`config.mk`:
```
export PLATFORM = sky130hd
export DESIGN_NAME = two_way_sorted_merge_unit
export DESIGN_NICKNAME = d
export VERILOG_FILES = /design/src/rtl/core/twsm_pkg.sv /design/src/rtl/core/twsm_ctrl.sv /design/src/rtl/core/twsm_datapath.sv /design/src/rtl/core/two_way_sorted_merge_unit.sv
export SDC_FILE = /design/constraint.sdc
export NUM_CORES = 1
export LEC_CHECK = 0
export BUFFER_PORTS_ARGS = -buffer_cell sky130_fd_sc_hd__buf_2
export CAP_MARGIN = 20
export CORE_ASPECT_RATIO = 1.2
export CORE_UTILIZATION = 60
export CTS_CLUSTER_DIAMETER = 120
export DETAILED_ROUTE_END_ITERATION = 8
export GPL_TIMING_DRIVEN = 0
export PLACE_DENSITY = 0.77
export SYNTH_ARGS = -nofsm -noshare
export SYNTH_HDL_FRONTEND = slang
export SYNTH_SLANG_ARGS = --single-unit
```
`constraint.sdc`:
```
create_clock -name clk -period 5.05 [get_ports clk]
set_clock_uncertainty 0.05 [all_clocks]
set_input_delay 1.2625 -clock clk [delete_from_list [all_inputs] [get_ports clk]]
set_output_delay 1.2625 -clock clk [all_outputs]
set_load 0.1 [all_outputs]
```
`src/rtl/core/twsm_pkg.sv`:
```
`timescale 1ns / 1ps
// ----------------------------------------------------------------------------
// twsm_pkg
// Shared types and constants for the two-way sorted merge unit.
// ----------------------------------------------------------------------------
package twsm_pkg;

  // Port width of a key on both channels
  localparam int unsigned KEY_W = 16;

  typedef enum logic [0:0] {
    ST_LOAD  = 1'b0,
    ST_MERGE = 1'b1
  } twsm_state_t;

  // Controller to datapath
  typedef struct packed {
    logic load_a;      // write key into list A at its fill position
    logic load_b;      // write key into list B at its fill position
    logic merge_step;  // produce one merged result into the output register
  } twsm_cmd_t;

  // Datapath to controller
  typedef struct packed {
    logic full_a;      // list A holds LIST_LEN keys
    logic full_b;
    logic almost_a;    // list A is one key short of full
    logic almost_b;
    logic last_step;   // next merge step produces the final result
    logic out_free;    // output register can take a result this cycle
  } twsm_status_t;

endpackage

```
`src/rtl/core/twsm_ctrl.sv`:
```
`timescale 1ns / 1ps
// ----------------------------------------------------------------------------
// twsm_ctrl
// Load / merge sequencer: steers input items and paces the merge steps.
// ----------------------------------------------------------------------------
module twsm_ctrl (
  input  logic                  clk,
  input  logic                  rst_n,
  input  logic                  in_valid,
  output logic                  in_ready,
  input  logic                  in_list_sel,
  input  twsm_pkg::twsm_status_t status,
  output twsm_pkg::twsm_cmd_t    cmd
);
  import twsm_pkg::*;

  twsm_state_t state_r, state_nxt;
  logic        acc;
  logic        completes;

  always_ff @(posedge clk) begin
    if (!rst_n) begin
      state_r <= ST_LOAD;
    end else begin
      state_r <= state_nxt;
    end
  end

  assign acc = in_valid && (state_r == ST_LOAD);

  // The item that fills the second list starts the merge
  assign completes = acc &&
      ((!in_list_sel && status.almost_a && status.full_b) ||
       ( in_list_sel && status.almost_b && status.full_a));

  always_comb begin
    state_nxt = state_r;
    case (state_r)
      ST_LOAD: begin
        if (completes) state_nxt = ST_MERGE;
      end
      ST_MERGE: begin
        if (status.out_free && status.last_step) state_nxt = ST_LOAD;
      end
      default: state_nxt = ST_LOAD;
    endcase
  end

  always_comb begin
    in_ready       = 1'b0;
    cmd.load_a     = 1'b0;
    cmd.load_b     = 1'b0;
    cmd.merge_step = 1'b0;
    case (state_r)
      ST_LOAD: begin
        in_ready   = 1'b1;
        // drop items aimed at a full list
        cmd.load_a = acc && !in_list_sel && !status.full_a;
        cmd.load_b = acc &&  in_list_sel && !status.full_b;
      end
      ST_MERGE: begin
        cmd.merge_step = status.out_free;
      end
      default: begin
        in_ready = 1'b0;
      end
    endcase
  end

endmodule

```
`src/rtl/core/twsm_datapath.sv`:
```
`timescale 1ns / 1ps
// ----------------------------------------------------------------------------
// twsm_datapath
// Key stores, fill counts, merge pointers and the result output register.
// ----------------------------------------------------------------------------
module twsm_datapath #(
  parameter int unsigned LIST_LEN = 8,
  parameter int unsigned KEY_BITS = 16
) (
  input  logic                       clk,
  input  logic                       rst_n,
  input  logic [twsm_pkg::KEY_W-1:0] in_key,
  input  twsm_pkg::twsm_cmd_t         cmd,
  output twsm_pkg::twsm_status_t      status,
  output logic                       out_valid,
  input  logic                       out_ready,
  output logic [twsm_pkg::KEY_W-1:0] out_merged_key,
  output logic                       out_from_list,
  output logic                       out_last
);
  import twsm_pkg::*;

  localparam int unsigned SW    = (KEY_BITS < KEY_W) ? KEY_BITS : KEY_W;
  localparam int unsigned CW    = $clog2(LIST_LEN + 1);
  localparam int unsigned IW    = (LIST_LEN > 1) ? $clog2(LIST_LEN) : 1;
  localparam int unsigned TOTAL = 2 * LIST_LEN;
  localparam int unsigned KW    = (TOTAL > 1) ? $clog2(TOTAL) : 1;
  localparam logic [CW-1:0] LEN_C   = CW'(LIST_LEN);
  localparam logic [CW-1:0] ALMOST  = CW'(LIST_LEN - 1);
  localparam logic [KW-1:0] K_LAST  = KW'(TOTAL - 1);

  logic [SW-1:0] store_a [LIST_LEN];
  logic [SW-1:0] store_b [LIST_LEN];

  logic [CW-1:0] cnt_a_r, cnt_a_nxt, cnt_b_r, cnt_b_nxt;
  logic [CW-1:0] ia_r, ia_nxt, ib_r, ib_nxt;
  logic [KW-1:0] k_r, k_nxt;

  logic          out_valid_r, out_valid_nxt;
  logic [KEY_W-1:0] out_key_r;
  logic          out_from_r, out_last_r;

  logic [SW-1:0] head_a_r, head_b_r;
  logic          take_a;
  logic          final_step;

  // Key writes; read the next list heads into registers, passing a key that
  // is written to the entry being read straight through
  always_ff @(posedge clk) begin
    if (cmd.load_a) store_a[cnt_a_r[IW-1:0]] <= in_key[SW-1:0];
    if (cmd.load_b) store_b[cnt_b_r[IW-1:0]] <= in_key[SW-1:0];
    if (cmd.load_a && (cnt_a_r[IW-1:0] == ia_nxt[IW-1:0])) begin
      head_a_r <= in_key[SW-1:0];
    end else begin
      head_a_r <= store_a[ia_nxt[IW-1:0]];
    end
    if (cmd.load_b && (cnt_b_r[IW-1:0] == ib_nxt[IW-1:0])) begin
      head_b_r <= in_key[SW-1:0];
    end else begin
      head_b_r <= store_b[ib_nxt[IW-1:0]];
    end
  end

  // Take A only when strictly smaller; ties go to B
  assign take_a     = (ia_r < LEN_C) && ((ib_r >= LEN_C) || (head_a_r < head_b_r));
  assign final_step = cmd.merge_step && (k_r == K_LAST);

  always_comb begin
    cnt_a_nxt = cnt_a_r;
    cnt_b_nxt = cnt_b_r;
    ia_nxt    = ia_r;
    ib_nxt    = ib_r;
    k_nxt     = k_r;
    if (cmd.load_a) cnt_a_nxt = cnt_a_r + CW'(1);
    if (cmd.load_b) cnt_b_nxt = cnt_b_r + CW'(1);
    if (cmd.merge_step) begin
      k_nxt = k_r + KW'(1);
      if (take_a) ia_nxt = ia_r + CW'(1);
      else        ib_nxt = ib_r + CW'(1);
    end
    if (final_step) begin
      cnt_a_nxt = '0;
      cnt_b_nxt = '0;
      ia_nxt    = '0;
      ib_nxt    = '0;
      k_nxt     = '0;
    end
  end

  always_comb begin
    out_valid_nxt = out_valid_r;
    if (cmd.merge_step)  out_valid_nxt = 1'b1;
    else if (out_ready)  out_valid_nxt = 1'b0;
  end

  always_ff @(posedge clk) begin
    if (!rst_n) begin
      cnt_a_r     <= '0;
      cnt_b_r     <= '0;
      ia_r        <= '0;
      ib_r        <= '0;
      k_r         <= '0;
      out_valid_r <= 1'b0;
    end else begin
      cnt_a_r     <= cnt_a_nxt;
      cnt_b_r     <= cnt_b_nxt;
      ia_r        <= ia_nxt;
      ib_r        <= ib_nxt;
      k_r         <= k_nxt;
      out_valid_r <= out_valid_nxt;
    end
  end

  always_ff @(posedge clk) begin
    if (cmd.merge_step) begin
      out_key_r  <= take_a ? KEY_W'(head_a_r) : KEY_W'(head_b_r);
      out_from_r <= !take_a;
      out_last_r <= (k_r == K_LAST);
    end
  end

  assign status.full_a    = (cnt_a_r == LEN_C);
  assign status.full_b    = (cnt_b_r == LEN_C);
  assign status.almost_a  = (cnt_a_r == ALMOST);
  assign status.almost_b  = (cnt_b_r == ALMOST);
  assign status.last_step = (k_r == K_LAST);
  assign status.out_free  = !out_valid_r || out_ready;

  assign out_valid      = out_valid_r;
  assign out_merged_key = out_key_r;
  assign out_from_list  = out_from_r;
  assign out_last       = out_last_r;

`ifndef SYNTHESIS
  a_cnt_range: assert property (@(posedge clk) disable iff (!rst_n)
    (cnt_a_r <= LEN_C) && (cnt_b_r <= LEN_C))
    else $error("fill count beyond list length");

  a_merge_full: assert property (@(posedge clk) disable iff (!rst_n)
    cmd.merge_step |-> (status.full_a && status.full_b))
    else $error("merge step with a list not full");

  a_ptr_sum: assert property (@(posedge clk) disable iff (!rst_n)
    ((CW + 1)'(ia_r) + (CW + 1)'(ib_r)) == (CW + 1)'(k_r))
    else $error("merge pointers out of step with result count");

  a_clear: assert property (@(posedge clk) disable iff (!rst_n)
    final_step |=> (cnt_a_r == '0) && (cnt_b_r == '0) && out_last)
    else $error("counts not cleared after final result");

  a_no_load_in_merge: assert property (@(posedge clk) disable iff (!rst_n)
    cmd.merge_step |-> !(cmd.load_a || cmd.load_b))
    else $error("key write during merge");
`endif

endmodule

```
`src/rtl/core/two_way_sorted_merge_unit.sv`:
```
`timescale 1ns / 1ps
// ----------------------------------------------------------------------------
// two_way_sorted_merge_unit
// Loads two ascending key lists and streams out their ascending merge.
// ----------------------------------------------------------------------------
// Send keys one item per cycle; in_list_sel picks list A (0) or B (1), and
// each list takes LIST_LEN keys in ascending order. An item sent to a list
// that is already full is accepted and dropped. The item that fills the last
// open list starts the merge: the block then emits 2*LIST_LEN items, one per
// cycle while out_ready is high, in ascending order, with out_from_list
// naming the source list. On equal keys the B key comes first. out_last
// marks the final item of the run, after which both lists are empty again
// and in_ready returns. A merge holds the input and makes one compare of the
// two list heads per cycle while the output register can take a result. A
// result register on the output lets the next load start while the final
// merged item still waits. Keys are stored in the low KEY_BITS bits, at most
// KEY_W.
// ----------------------------------------------------------------------------
module two_way_sorted_merge_unit #(
  parameter int unsigned LIST_LEN = 8,
  parameter int unsigned KEY_BITS = 16
) (
  input  logic                       clk,
  input  logic                       rst_n,
  input  logic                       in_valid,
  output logic                       in_ready,
  input  logic                       in_list_sel,
  input  logic [twsm_pkg::KEY_W-1:0] in_key,
  output logic                       out_valid,
  input  logic                       out_ready,
  output logic [twsm_pkg::KEY_W-1:0] out_merged_key,
  output logic                       out_from_list,
  output logic                       out_last
);
  import twsm_pkg::*;

  twsm_cmd_t    cmd;
  twsm_status_t status;

  // Sequencer: decide loads, hold input during the merge
  twsm_ctrl u_ctrl (
    .clk         (clk),
    .rst_n       (rst_n),
    .in_valid    (in_valid),
    .in_ready    (in_ready),
    .in_list_sel (in_list_sel),
    .status      (status),
    .cmd         (cmd)
  );

  // Stores, pointers and output register
  twsm_datapath #(
    .LIST_LEN (LIST_LEN),
    .KEY_BITS (KEY_BITS)
  ) u_dp (
    .clk            (clk),
    .rst_n          (rst_n),
    .in_key         (in_key),
    .cmd            (cmd),
    .status         (status),
    .out_valid      (out_valid),
    .out_ready      (out_ready),
    .out_merged_key (out_merged_key),
    .out_from_list  (out_from_list),
    .out_last       (out_last)
  );

endmodule
```
==> results of run 1 <==
[state kept, by name, summed over array words and instances, names as in the netlist, named ones only]
signal	flops
u_dp.out_from_list	1
u_dp.store_a	128
u_ctrl.state_r	1
u_dp.k_r	4
u_dp.cnt_a_r	4
u_dp.out_merged_key	16
u_dp.store_b	128
u_dp.ib_r	4
u_dp.ia_r	4
u_dp.out_last	1
u_dp.out_valid	1
u_dp.cnt_b_r	4
[power by group]
group | switching (µW) | internal (µW) | leakage, µW
Clock | 849 | 1150 | 0.000422
Combinational | 111 | 53.6 | 0.00128
Sequential | 6.62 | 2750 | 0.00270
[stage by stage]
step                      total power, µW  setup slack, ns  instances
final                                4910            0.218       1008
after global routing                 5040         -0.00174       1008
after CTS                            4930          0.00476       1007
after detailed placement             2970           0.0449        956
after global placement               2950          -0.0250        939
after floorplan                      2890            0.929        638
[what timing repair did]
action | CTS | global route
setup endpoints to repair | 0 | 16
gates resized for setup | 0 | 9
setup buffers | 0 | 0
[worst max path at each step]
stage | from | end | slack (ns) | cells past startpoint
2_1_floorplan | flip-flop | u_dp.out_merged_key[14] | 0.93 | 12
3_3_place_gp | in_list_sel | u_dp.store_a[0][8] | -0.03 | 4
3_5_place_dp | flip-flop | u_dp.out_merged_key[8] | 0.04 | 12
4_1_cts | flip-flop | u_dp.out_merged_key[8] | 0.005 | 12
5_1_grt | flip-flop | u_dp.out_merged_key[10] | -0.002 | 11
6_report | flip-flop | u_dp.out_merged_key[10] | 0.22 | 11
[layout make-up]
| type | instances | area, µm² | share of cell area (%) |
|---|---|---|---|
| buffer | 30 | 140 | 1.02 |
| clock buffer | 36 | 752 | 5.48 |
| clock inverter | 15 | 118 | 0.857 |
| inverter | 13 | 48.8 | 0.356 |
| multi-input combinational | 293 | 3080 | 22.5 |
| sequential | 302 | 8790 | 64.1 |
| tap | 261 | 327 | 2.38 |
| timing repair buffer | 58 | 460 | 3.36 |
[synthesized netlist by cell type (2+ instances only)]
| master | number | area share, % |
|---|---|---|
| edfxtp_1 | 274 | 69 |
| mux4_2 | 63 | 12 |
| nor2_1 | 40 | 1.3 |
| a21oi_1 | 31 | 1.3 |
| dfxtp_1 | 28 | 4.7 |
| ha_1 | 23 | 2.4 |
| mux2i_1 | 23 | 1.9 |
| nand2_1 | 22 | 0.69 |
| mux2_2 | 16 | 1.5 |
| clkbuf_1 | 14 | 0.44 |
| inv_1 | 13 | 0.41 |
| buf_1 | 9 | 0.28 |
| o21ai_0 | 8 | 0.33 |
| nand2b_1 | 7 | 0.36 |
| nor3_1 | 7 | 0.29 |
| nand3_1 | 5 | 0.21 |
| buf_2 | 4 | 0.17 |
| nand4_1 | 4 | 0.21 |
| xnor2_1 | 4 | 0.29 |
| a211oi_1 | 3 | 0.19 |
| buf_4 | 3 | 0.19 |
| or3_1 | 3 | 0.16 |
| xor2_1 | 3 | 0.22 |
| and2_1 | 2 | 0.10 |
| nor4_1 | 2 | 0.10 |
| o31ai_1 | 2 | 0.13 |
| or4_1 | 2 | 0.13 |
[worst max-delay path, cell delays in order (launching register included)]
cell	delay, ns
dfxtp_1	0.41
clkdlybuf4s15_1	0.73
mux4_2	0.59
mux2i_1	0.35
ha_1	0.23
nand4_1	0.14
or4_1	0.58
a311o_1	0.43
a32oi_2	0.41
buf_4	0.25
buf_2	0.25
a21oi_1	0.14
[cells in the final DEF, fill, tap and decap left out, types with 2 or more instances in the layout]
cell type,count
edfxtp_1,274
mux4_2,63
buf_2,44
a21oi_1,31
clkbuf_16,29
nor2_1,28
dfxtp_1,28
mux2i_1,23
ha_1,23
nand2_1,22
clkbuf_1,21
mux2_2,16
inv_1,13
nor2_2,12
buf_8,11
o21ai_0,8
clkinv_1,8
nand2b_1,7
buf_6,6
nand3_1,5
clkbuf_2,4
buf_1,4
nand4_1,4
nor3_2,4
xnor2_1,4
clkinv_2,4
or3_1,3
a211oi_1,3
nor3_1,3
buf_4,3
xor2_1,3
or4_1,2
nor4_1,2
o31ai_1,2
and2_1,2
bufinv_16,2
[per-layer routing]
layer / track usage [%] / part of all wire (%) / wire (µm)
met1: 32.2 / 39 / 10000
met2: 46.0 / 53 / 13400
met4: 8.35 / 2.7 / 683
met3: 3.19 / 5.1 / 1300
met5: 0 / 0 / 0
[kinds of logic after synthesis]
group / Yosys count / share of synthesized area [%]
AO/OA/AOI/OAI: 60 / 3.12
XOR/XNOR: 7 / 0.511
adder cells (fa/ha/maj): 23 / 2.40
buffers and inverters: 43 / 1.48
flip-flops: 302 / 73.2
multiplexers: 102 / 15.2
AND/OR/NAND/NOR: 101 / 4.01
==> results.sh, run 1 <==
export IMPL_fill_cells=1182
export IMPL_cts_tree="done"
export IMPL_ys_types=50
export IMPL_numCtsBuffers=28
export IMPL_antenna_cells=0
export IMPL_grt_max_degree=19
export IMPL_h_tree_depth=1
export IMPL_tns_ns=0
export IMPL_min_to="u_dp.k_r[1]"
export IMPL_run_status="complete, no violations"
export IMPL_synth_nets=682
export IMPL_cp_max_fo=10
export IMPL_core_mm2=0.0195
export IMPL_hp_class="reg -> reg"
export IMPL_track_usage_pct=25.4
export IMPL_p_leak_uw=0.00440
export IMPL_fp_row_count=56
export IMPL_async_flop_share_pct=0
export IMPL_first_iter_violations=598
export IMPL_cts_hold_buf=0
export IMPL_grt_pass1_wl_um=38100
export IMPL_rr_endpoint="u_dp.out_merged_key[10]"
export IMPL_tightest_slew_ns=0.921
export IMPL_nets=770
export IMPL_netlist_instances=638
export IMPL_min_period_ns=4.83
export IMPL_slew_violations=0
export IMPL_holdWs_ns=0.453
export IMPL_clockRootBuffer="clkbuf_16"
export IMPL_utilization_pct=70.2
export IMPL_syn2layout_area_growth_pct=14.3
export IMPL_worstPathRequired_ns=5.25
export IMPL_arrival_ns=5.03
export IMPL_synth_edf_count=274
export IMPL_vias_per_cell=6.23
export IMPL_synth_seq_cells=302
export IMPL_hold_start="u_dp.k_r[1]"
export IMPL_io_pins=41
export IMPL_synth_area_per_cell_um2=18.8
export IMPL_start_util_pct=61.4
export IMPL_r2r_slack_ns=0.22
export IMPL_clock_fmax_mhz=207
export IMPL_drc=0
export IMPL_irDropWorstVdd_mv=0.233
export IMPL_end_kind="flip-flop"
export IMPL_fin_crit_sh_pct=95.7
export IMPL_die_w_um=131
export IMPL_setup_violations=0
export IMPL_worstSetupStartpointType="flip-flop"
export IMPL_dpl_cell_area_mm2=0.0128
export IMPL_cts_sinks=302
export IMPL_p_per_area_mw_per_mm2=358
export IMPL_netlist_area_mm2=0.0120
export IMPL_numPortBuffers=40
export IMPL_drt_wirelength_per_cell_um=25.3
export IMPL_maxCapViolCount=0
export IMPL_final_antenna_net_count=0
export IMPL_clk_pin_slew_ns=0.06
export IMPL_hold_viol_final=0
export IMPL_max_slew_margin_rel_pct=38.2
export IMPL_die_area_mm2=0.0206
export IMPL_die_h_um=157
export IMPL_totalWireLength_um=25500
export IMPL_clk_latency_ns=0.53
export IMPL_antenna_found_initial=0
export IMPL_vias=6277
export IMPL_seq_area_frac_synth_pct=73.2
export IMPL_synth_flop_cell="edfxtp_1"
export IMPL_grt_pass1_vias=6445
export IMPL_hold_path_cell_count=2
export IMPL_dr_pass1_iters=8
export IMPL_globalplace_congestion=0.914
export IMPL_rr_worst_depth=11
export IMPL_worstSetupPathType="reg -> reg"
export IMPL_clock_path_buffers=3
export IMPL_fin_area_mm2=0.0137
export IMPL_drive_gt1_share_pct=26.9
export IMPL_grt_overflow=0
export IMPL_hpwl_um=17000
export IMPL_yosys_warnings=0
(Power assumes the default switching activity.)
==> inputs of run 2 (changes only) <==
- SYNTH_HIERARCHICAL: not set -> 1
- clock period: 5.05 -> 5 ns (I/O delays scaled with it)
==> run 2 against run 1 <==
  * Combinational power increased by 8%
  * Utilization increased by 0.55 points
  * Synthesized area increased by 0.58%
  * Die area increased by 0.57%
  * Maximum frequency decreased by 0.40%
  * Global-route usage increased by 1.2 points
  * Hold slack improved by 0.0038 ns
  * Clock power increased by 12%
  * Sequential power about the same
  * Clock-buffer cell count decreased by 5
  * Register-to-register slack got worse by 0.07 ns
  * Routed wire length increased by 4.1%
  * Critical path type unchanged
  * Critical endpoint is now u_dp/out_merged_key[13]
  * Highest routed layer unchanged
==> results.sh, run 2 <==
export IMPL_clockRootBuffer="clkbuf_16"
export IMPL_hold_viol_final=0
export IMPL_globalplace_congestion=0.916
export IMPL_grt_max_degree=23
export IMPL_max_slew_margin_rel_pct=37.7
export IMPL_synth_top_area_cell="edfxtp_1"
export IMPL_crit_cells=11
export IMPL_hold_path_cell_count=2
export IMPL_track_usage_pct=26.6
export IMPL_min_to="u_dp/ib_r[3]"
export IMPL_setup_violations=0
export IMPL_vias=6428
export IMPL_netlist_area_mm2=0.0121
export IMPL_synth_area_per_cell_um2=19.0
export IMPL_cts_setup_buffers=0
export IMPL_seq_area_frac_synth_pct=72.8
export IMPL_yosys_warnings=6
export IMPL_tns_ns=0
export IMPL_core_mm2=0.0196
export IMPL_die_h_um=157
export IMPL_vias_per_cell=6.42
export IMPL_r2r_slack_ns=0.15
export IMPL_dp_slack_ns=0.0177
export IMPL_irDropWorstVdd_mv=0.311
export IMPL_p_leak_uw=0.00451
export IMPL_drive_gt1_share_pct=28.9
export IMPL_rr_worst_depth=11
export IMPL_switching_share_pct=19.3
export IMPL_synthTopCellsByArea="edfxtp_1 68%, mux4_2 12%, dfxtp_1 4.6%"
export IMPL_hpwl_um=17500
export IMPL_drc=0
export IMPL_clock_power_share_pct=43.0
export IMPL_synth_top_cell_area_share_pct=68.2
export IMPL_layout_commonest_cell="edfxtp_1"
export IMPL_dpl_cell_area_mm2=0.0129
export IMPL_synth_common_cells="274 x edfxtp_1, 64 x mux4_2, 43 x a21oi_1"
export IMPL_use_met1_pct=32.6
export IMPL_layout_common_cells="274 x edfxtp_1, 64 x mux4_2, 43 x buf_2, 43 x a21oi_1, 31 x nand2_1"
export IMPL_seqPwrFrac_pct=53.6
export IMPL_rsz0062_at_grt="false"
export IMPL_cts_hold_buf=0
export IMPL_worstSetupStartpointType="flip-flop"
export IMPL_dp_cells=953
export IMPL_grt_pass1_vias=6631
export IMPL_fin_crit_sh_pct=97.0
export IMPL_grt_overflow=0
export IMPL_synth_seq_cells=302
export IMPL_fin_area_mm2=0.0139
export IMPL_antenna_found_initial=0
export IMPL_totalWireLength_um=26500
export IMPL_min_period_ns=4.85
export IMPL_cts_tree="done"
export IMPL_slew_violations=0
export IMPL_yosysMostFrequentCell="edfxtp_1"
export IMPL_syn2layout_area_growth_pct=14.9
export IMPL_netlist_instances=635
export IMPL_p_int_uw=4190
export IMPL_worstSetupPathType="reg -> reg"
export IMPL_drt_wirelength_per_cell_um=26.5
export IMPL_clock_path_buffers=3
export IMPL_fill_cells=1189
export IMPL_hold_start="u_dp/ib_r[3]"
export IMPL_final_antenna_net_count=0
export IMPL_tightest_slew_ns=0.929
export IMPL_cts_sinks=302
export IMPL_start_util_pct=61.5
export IMPL_arrival_ns=5.06
export IMPL_crit_path_top_delay_cell="clkbuf_1"
export IMPL_clock_fmax_mhz=206
export IMPL_met2_usage_pct=46.9
export IMPL_crit_family="compound AO/OA/AOI/OAI gates"
export IMPL_clk_pin_slew_ns=0.06
export IMPL_timing_final_ws_setup_ns=0.149
export IMPL_maxCapViolCount=0
export IMPL_hp_class="reg -> reg"
export IMPL_antenna_cells=0
export IMPL_fin_cells=1001
export IMPL_ys_types=46
export IMPL_synth_nets=679
export IMPL_utilization_pct=70.7
export IMPL_synth_edf_count=274
export IMPL_worstPathRequired_ns=5.21
export IMPL_combinationalPowerShare_pct=3.4
export IMPL_h_tree_depth=1
export IMPL_nets=765
export IMPL_io_pins=41
export IMPL_top_usage_layer="met2"
export IMPL_numCtsBuffers=28
export IMPL_numPortBuffers=40
export IMPL_met3_usage_pct=3.99
export IMPL_cp_max_fo=10
export IMPL_synth_flop_cell="edfxtp_1"
export IMPL_path_cells="clkbuf_1 > mux4_2 > mux2i_1 > ha_1 > and3_1 > a221o_1 > a2111oi_4 > nand3_2 > clkbuf_1 > a21oi_1 > a21oi_1"
export IMPL_p_per_area_mw_per_mm2=374
export IMPL_die_w_um=131
export IMPL_grt_pass1_wl_um=39600
export IMPL_rr_endpoint="u_dp/out_merged_key[13]"
export IMPL_end_kind="flip-flop"
export IMPL_path_buf_inv=2
export IMPL_post_cts_resized=1
export IMPL_first_iter_violations=557
export IMPL_p_sw_uw=1000
export IMPL_dr_pass1_iters=5
export IMPL_fp_row_count=56
export IMPL_clk_latency_ns=0.54
export IMPL_die_area_mm2=0.0207
export IMPL_max_stage_delay_ns=0.66
export IMPL_async_flop_share_pct=0
export IMPL_run_status="complete, no violations"
==> run 2: cell count changes after synthesis, sizes merged, moves of 2 or more <==
cell / change
buf: -6
or3: -3
nor3: -2
inv: -2
nand2: +9
clkbuf: +3
nor4: -2
nand4: +3
o21ai: -4
nor2: -14
a21oi: +12
mux2i: +3
and3: +3
==> run 2: cells by family after synthesis <==
family	synth area share, %
buffers and inverters	1.37
adders and majority gates	2.38
xor gates and xnor gates	0.508
DFF	72.8
and+or+nand+nor	4.01
muxes	15.7
AOI/OAI and AO/OA	3.22
==> run 2: layout make-up <==
cell class	instances	area [µm²]	area share [%]
Inverter	11	41.3	0.298
Clock inverter	18	238	1.71
Buffer	26	131	0.947
Timing Repair Buffer	57	444	3.20
Multi-Input combinational cell	295	3170	22.9
Sequential cell	302	8790	63.3
Tap cell	261	327	2.35
Clock buffer	31	733	5.28
==> run 2: worst max-delay path by stage <==
| stage | end | slack (ns) |
|---|---|---|
| after global placement | u_dp/store_a[0][10] | 0.11 |
| after CTS | u_dp/out_merged_key[13] | 0.01 |
| after floorplan | u_dp/out_merged_key[10] | 1.04 |
| final | u_dp/out_merged_key[13] | 0.15 |
| after global routing | u_dp/out_merged_key[6] | 0.005 |
| after detailed placement | u_dp/out_merged_key[13] | 0.02 |
==> run 2: power by group through the flow <==
stage               Combinational (µW)  Sequential (µW)  Clock (µW)
global route                       190             2780        2350
finish                             177             2780        2230
CTS                                175             2780        2260
floorplan                         89.0             2840           0
global placement                   152             2840           0
detailed placement                 170             2840           0
==> run 2: routing by layer <==
metal | wire length [µm] | share of wire (%)
met2 | 13800 | 52
met1 | 9770 | 37
met4 | 1130 | 4.2
met3 | 1810 | 6.8
met5 | 0 | 0
==> run 2: per-stage QoR <==
stage / hold slack [ns] / power [µW]
after floorplan: 0.397 / 2920
after global placement: 0.412 / 2990
after detailed placement: 0.426 / 3010
after CTS: 0.440 / 5220
after global routing: 0.476 / 5330
final: 0.456 / 5190
==> run 2: tightest hold or removal path, delay by kind of cell (launching register included) <==
| kind | cells | cell delay [ns] |
|---|---|---|
| AO/OA/AOI/OAI | 2 | 0.14 |
| flip-flops | 1 | 0.32 |
==> inputs of run 3 (changes only) <==
- CORE_ASPECT_RATIO: 1.2 -> 0.6
- clock period: 5 -> 4.8 ns (I/O delays scaled with it)
==> run 3 against run 2 <==
  * Power down 1.5%
  * Via count up 1.1%
  * Hold slack worse by 0.0089 ns
  * Cell area down 1.1%
  * Cell count up 0.50%
  * Register-to-register slack better by 0.25 ns
  * Routed wire length down 5.1%
  * First-iteration DRC count up 22%
  * Clock-buffer cell count down 1
  * Setup slack better by 0.25 ns
  * Non-clock buffer count up 1
  * Critical endpoint is now u_dp/out_merged_key[6]
  * Largest power group unchanged
  * Highest routed layer unchanged
==> results.sh, run 3 (synthesis results as in run 2) <==
export IMPL_seqPwrFrac_pct=56.7
export IMPL_worstPathRequired_ns=5.10
export IMPL_clock_fmax_mhz=227
export IMPL_die_h_um=112
export IMPL_core_mm2=0.0194
export IMPL_p_leak_uw=0.00443
export IMPL_crit_path_top_delay_cell="mux4_2"
export IMPL_cts_sinks=302
export IMPL_start_util_pct=62.3
export IMPL_layout_common_cells="274 x edfxtp_1, 64 x mux4_2, 43 x buf_2"
export IMPL_clockRootBuffer="clkbuf_16"
export IMPL_hold_viol_final=0
export IMPL_antenna_found_initial=0
export IMPL_final_antenna_net_count=0
export IMPL_numCtsBuffers=26
export IMPL_slew_violations=0
export IMPL_tightest_slew_ns=0.988
export IMPL_vias_per_cell=6.46
export IMPL_rsz0062_at_grt="false"
export IMPL_arrival_ns=4.70
export IMPL_grt_pass1_vias=6247
export IMPL_wl_met3_um=2340
export IMPL_clock_path_buffers=3
export IMPL_cp_max_fo=10
export IMPL_dr_pass1_iters=5
export IMPL_hpwl_um=17200
export IMPL_io_pins=41
export IMPL_vias=6497
export IMPL_totalWireLength_um=25200
export IMPL_fin_crit_sh_pct=91.7
export IMPL_die_w_um=185
export IMPL_run_status="complete, no violations"
export IMPL_switching_share_pct=20.2
export IMPL_syn2layout_area_growth_pct=13.7
export IMPL_clk_pin_slew_ns=0.07
export IMPL_grt_overflow=0
export IMPL_layout_commonest_cell="edfxtp_1"
export IMPL_total_power_uw=5110
export IMPL_min_period_ns=4.40
export IMPL_max_stage_delay_ns=0.54
export IMPL_end_kind="flip-flop"
export IMPL_worstSetupPathType="reg -> reg"
export IMPL_grt_max_degree=23
export IMPL_drt_wirelength_per_cell_um=25.0
export IMPL_cts_hold_buf=0
export IMPL_p_sw_uw=1030
export IMPL_combinationalPowerShare_pct=3.7
export IMPL_routed_top_layer="met4"
export IMPL_globalplace_congestion=0.888
export IMPL_h_tree_depth=1
export IMPL_grt_pass1_wl_um=37900
export IMPL_fp_row_count=39
export IMPL_hp_class="reg -> reg"
export IMPL_max_slew_margin_rel_pct=33.8
export IMPL_first_iter_violations=679
export IMPL_track_usage_pct=25.5
export IMPL_setup_violations=0
export IMPL_p_per_area_mw_per_mm2=373
export IMPL_drive_gt1_share_pct=28.4
export IMPL_irDropWorstVdd_mv=0.254
export IMPL_path_cells="clkbuf_1 > clkbuf_4 > mux4_2 > mux2_2 > ha_1 > and3_1 > a221o_1 > a2111oi_4 > buf_4 > a21o_1 > nor2_2 > buf_2 > a21oi_1"
export IMPL_m1WireLength_um=10900
export IMPL_holdWs_ns=0.447
export IMPL_worstSetupStartpointType="flip-flop"
export IMPL_wl_met2_um=11400
export IMPL_clk_latency_ns=0.52
export IMPL_clock_power_share_pct=39.7
export IMPL_drc=0
export IMPL_cts_tree="done"
export IMPL_maxCapViolCount=0
export IMPL_nets=764
export IMPL_die_area_mm2=0.0207
export IMPL_numPortBuffers=40
export IMPL_p_int_uw=4080
==> run 3: cell count changes in the layout (fill, tap and decap cells not counted), sizes merged <==
cell and delta:
bufinv -4, clkinv +2, diode +1, clkinvlp +1
==> run 3: area by class of cell <==
| class | instances | area, µm² |
|---|---|---|
| antenna | 1 | 2.50 |
| buffer | 27 | 134 |
| clock buffer | 30 | 687 |
| clock inverter | 17 | 134 |
| fill | 1157 | 5650 |
| inverter | 11 | 41.3 |
| multi-input combinational | 295 | 3180 |
| sequential | 302 | 8790 |
| tap | 266 | 333 |
| timing repair buffer | 57 | 418 |
==> run 3: critical path, delay by kind of cell, from the launching register on <==
family	cells	cell delay [ns]
AOI/OAI and AO/OA	4	1.22
adders and majority gates	1	0.33
buffers and inverters	4	1.09
DFF	1	0.31
muxes	2	0.88
and+or+nand+nor	2	0.33
==> run 3: path summary, 6_finish.rpt <==
check,to,start,slack (ns),cells after the start
max,u_dp/out_merged_key[6],flip-flop,0.40,13
min,u_dp/ib_r[3],u_dp/ib_r[3],0.45,2
max reg2reg,u_dp/out_merged_key[6],flip-flop,0.40,13
min reg2reg,u_dp/ib_r[3],u_dp/ib_r[3],0.45,2
==> run 3: power by group through the flow <==
stage | combinational, µW | clock (µW) | sequential, µW
after global placement | 163 | 0 | 2950
after global routing | 201 | 2140 | 2900
after floorplan | 92.8 | 0 | 2950
after CTS | 180 | 2050 | 2900
final | 188 | 2030 | 2900
after detailed placement | 179 | 0 | 2950
==> run 3: metrics by stage <==
stage                     cells  cell area [µm²]  TNS [ns]  utilization [%]  setup WS [ns]
after floorplan             635            12100         0                -          0.838
after global placement      941            12600    -0.892             65.1        -0.0567
after detailed placement    957            12900    -0.510             66.4        -0.0852
after CTS                  1004            13700         0             70.7         0.0145
after global routing       1005            13700         0             70.8          0.218
final                      1006            13700         0             70.8          0.400
==> run 3: metal layers <==
| layer | vias up | track usage [%] |
|---|---|---|
| met3 | 54 | 3.53 |
| met5 | - | 0 |
| met4 | 0 | 5.51 |
| met2 | 339 | 37.9 |
| met1 | 3370 | 40.6 |
| li1 | 2734 | - |
==> run 3: repair_timing <==
| action | in CTS | in global routing |
|---|---|---|
| setup buffers | 0 | 1 |
| gates resized for setup | 2 | 6 |
| pin swaps | 0 | 1 |
| setup endpoints to repair | 9 | 12 |
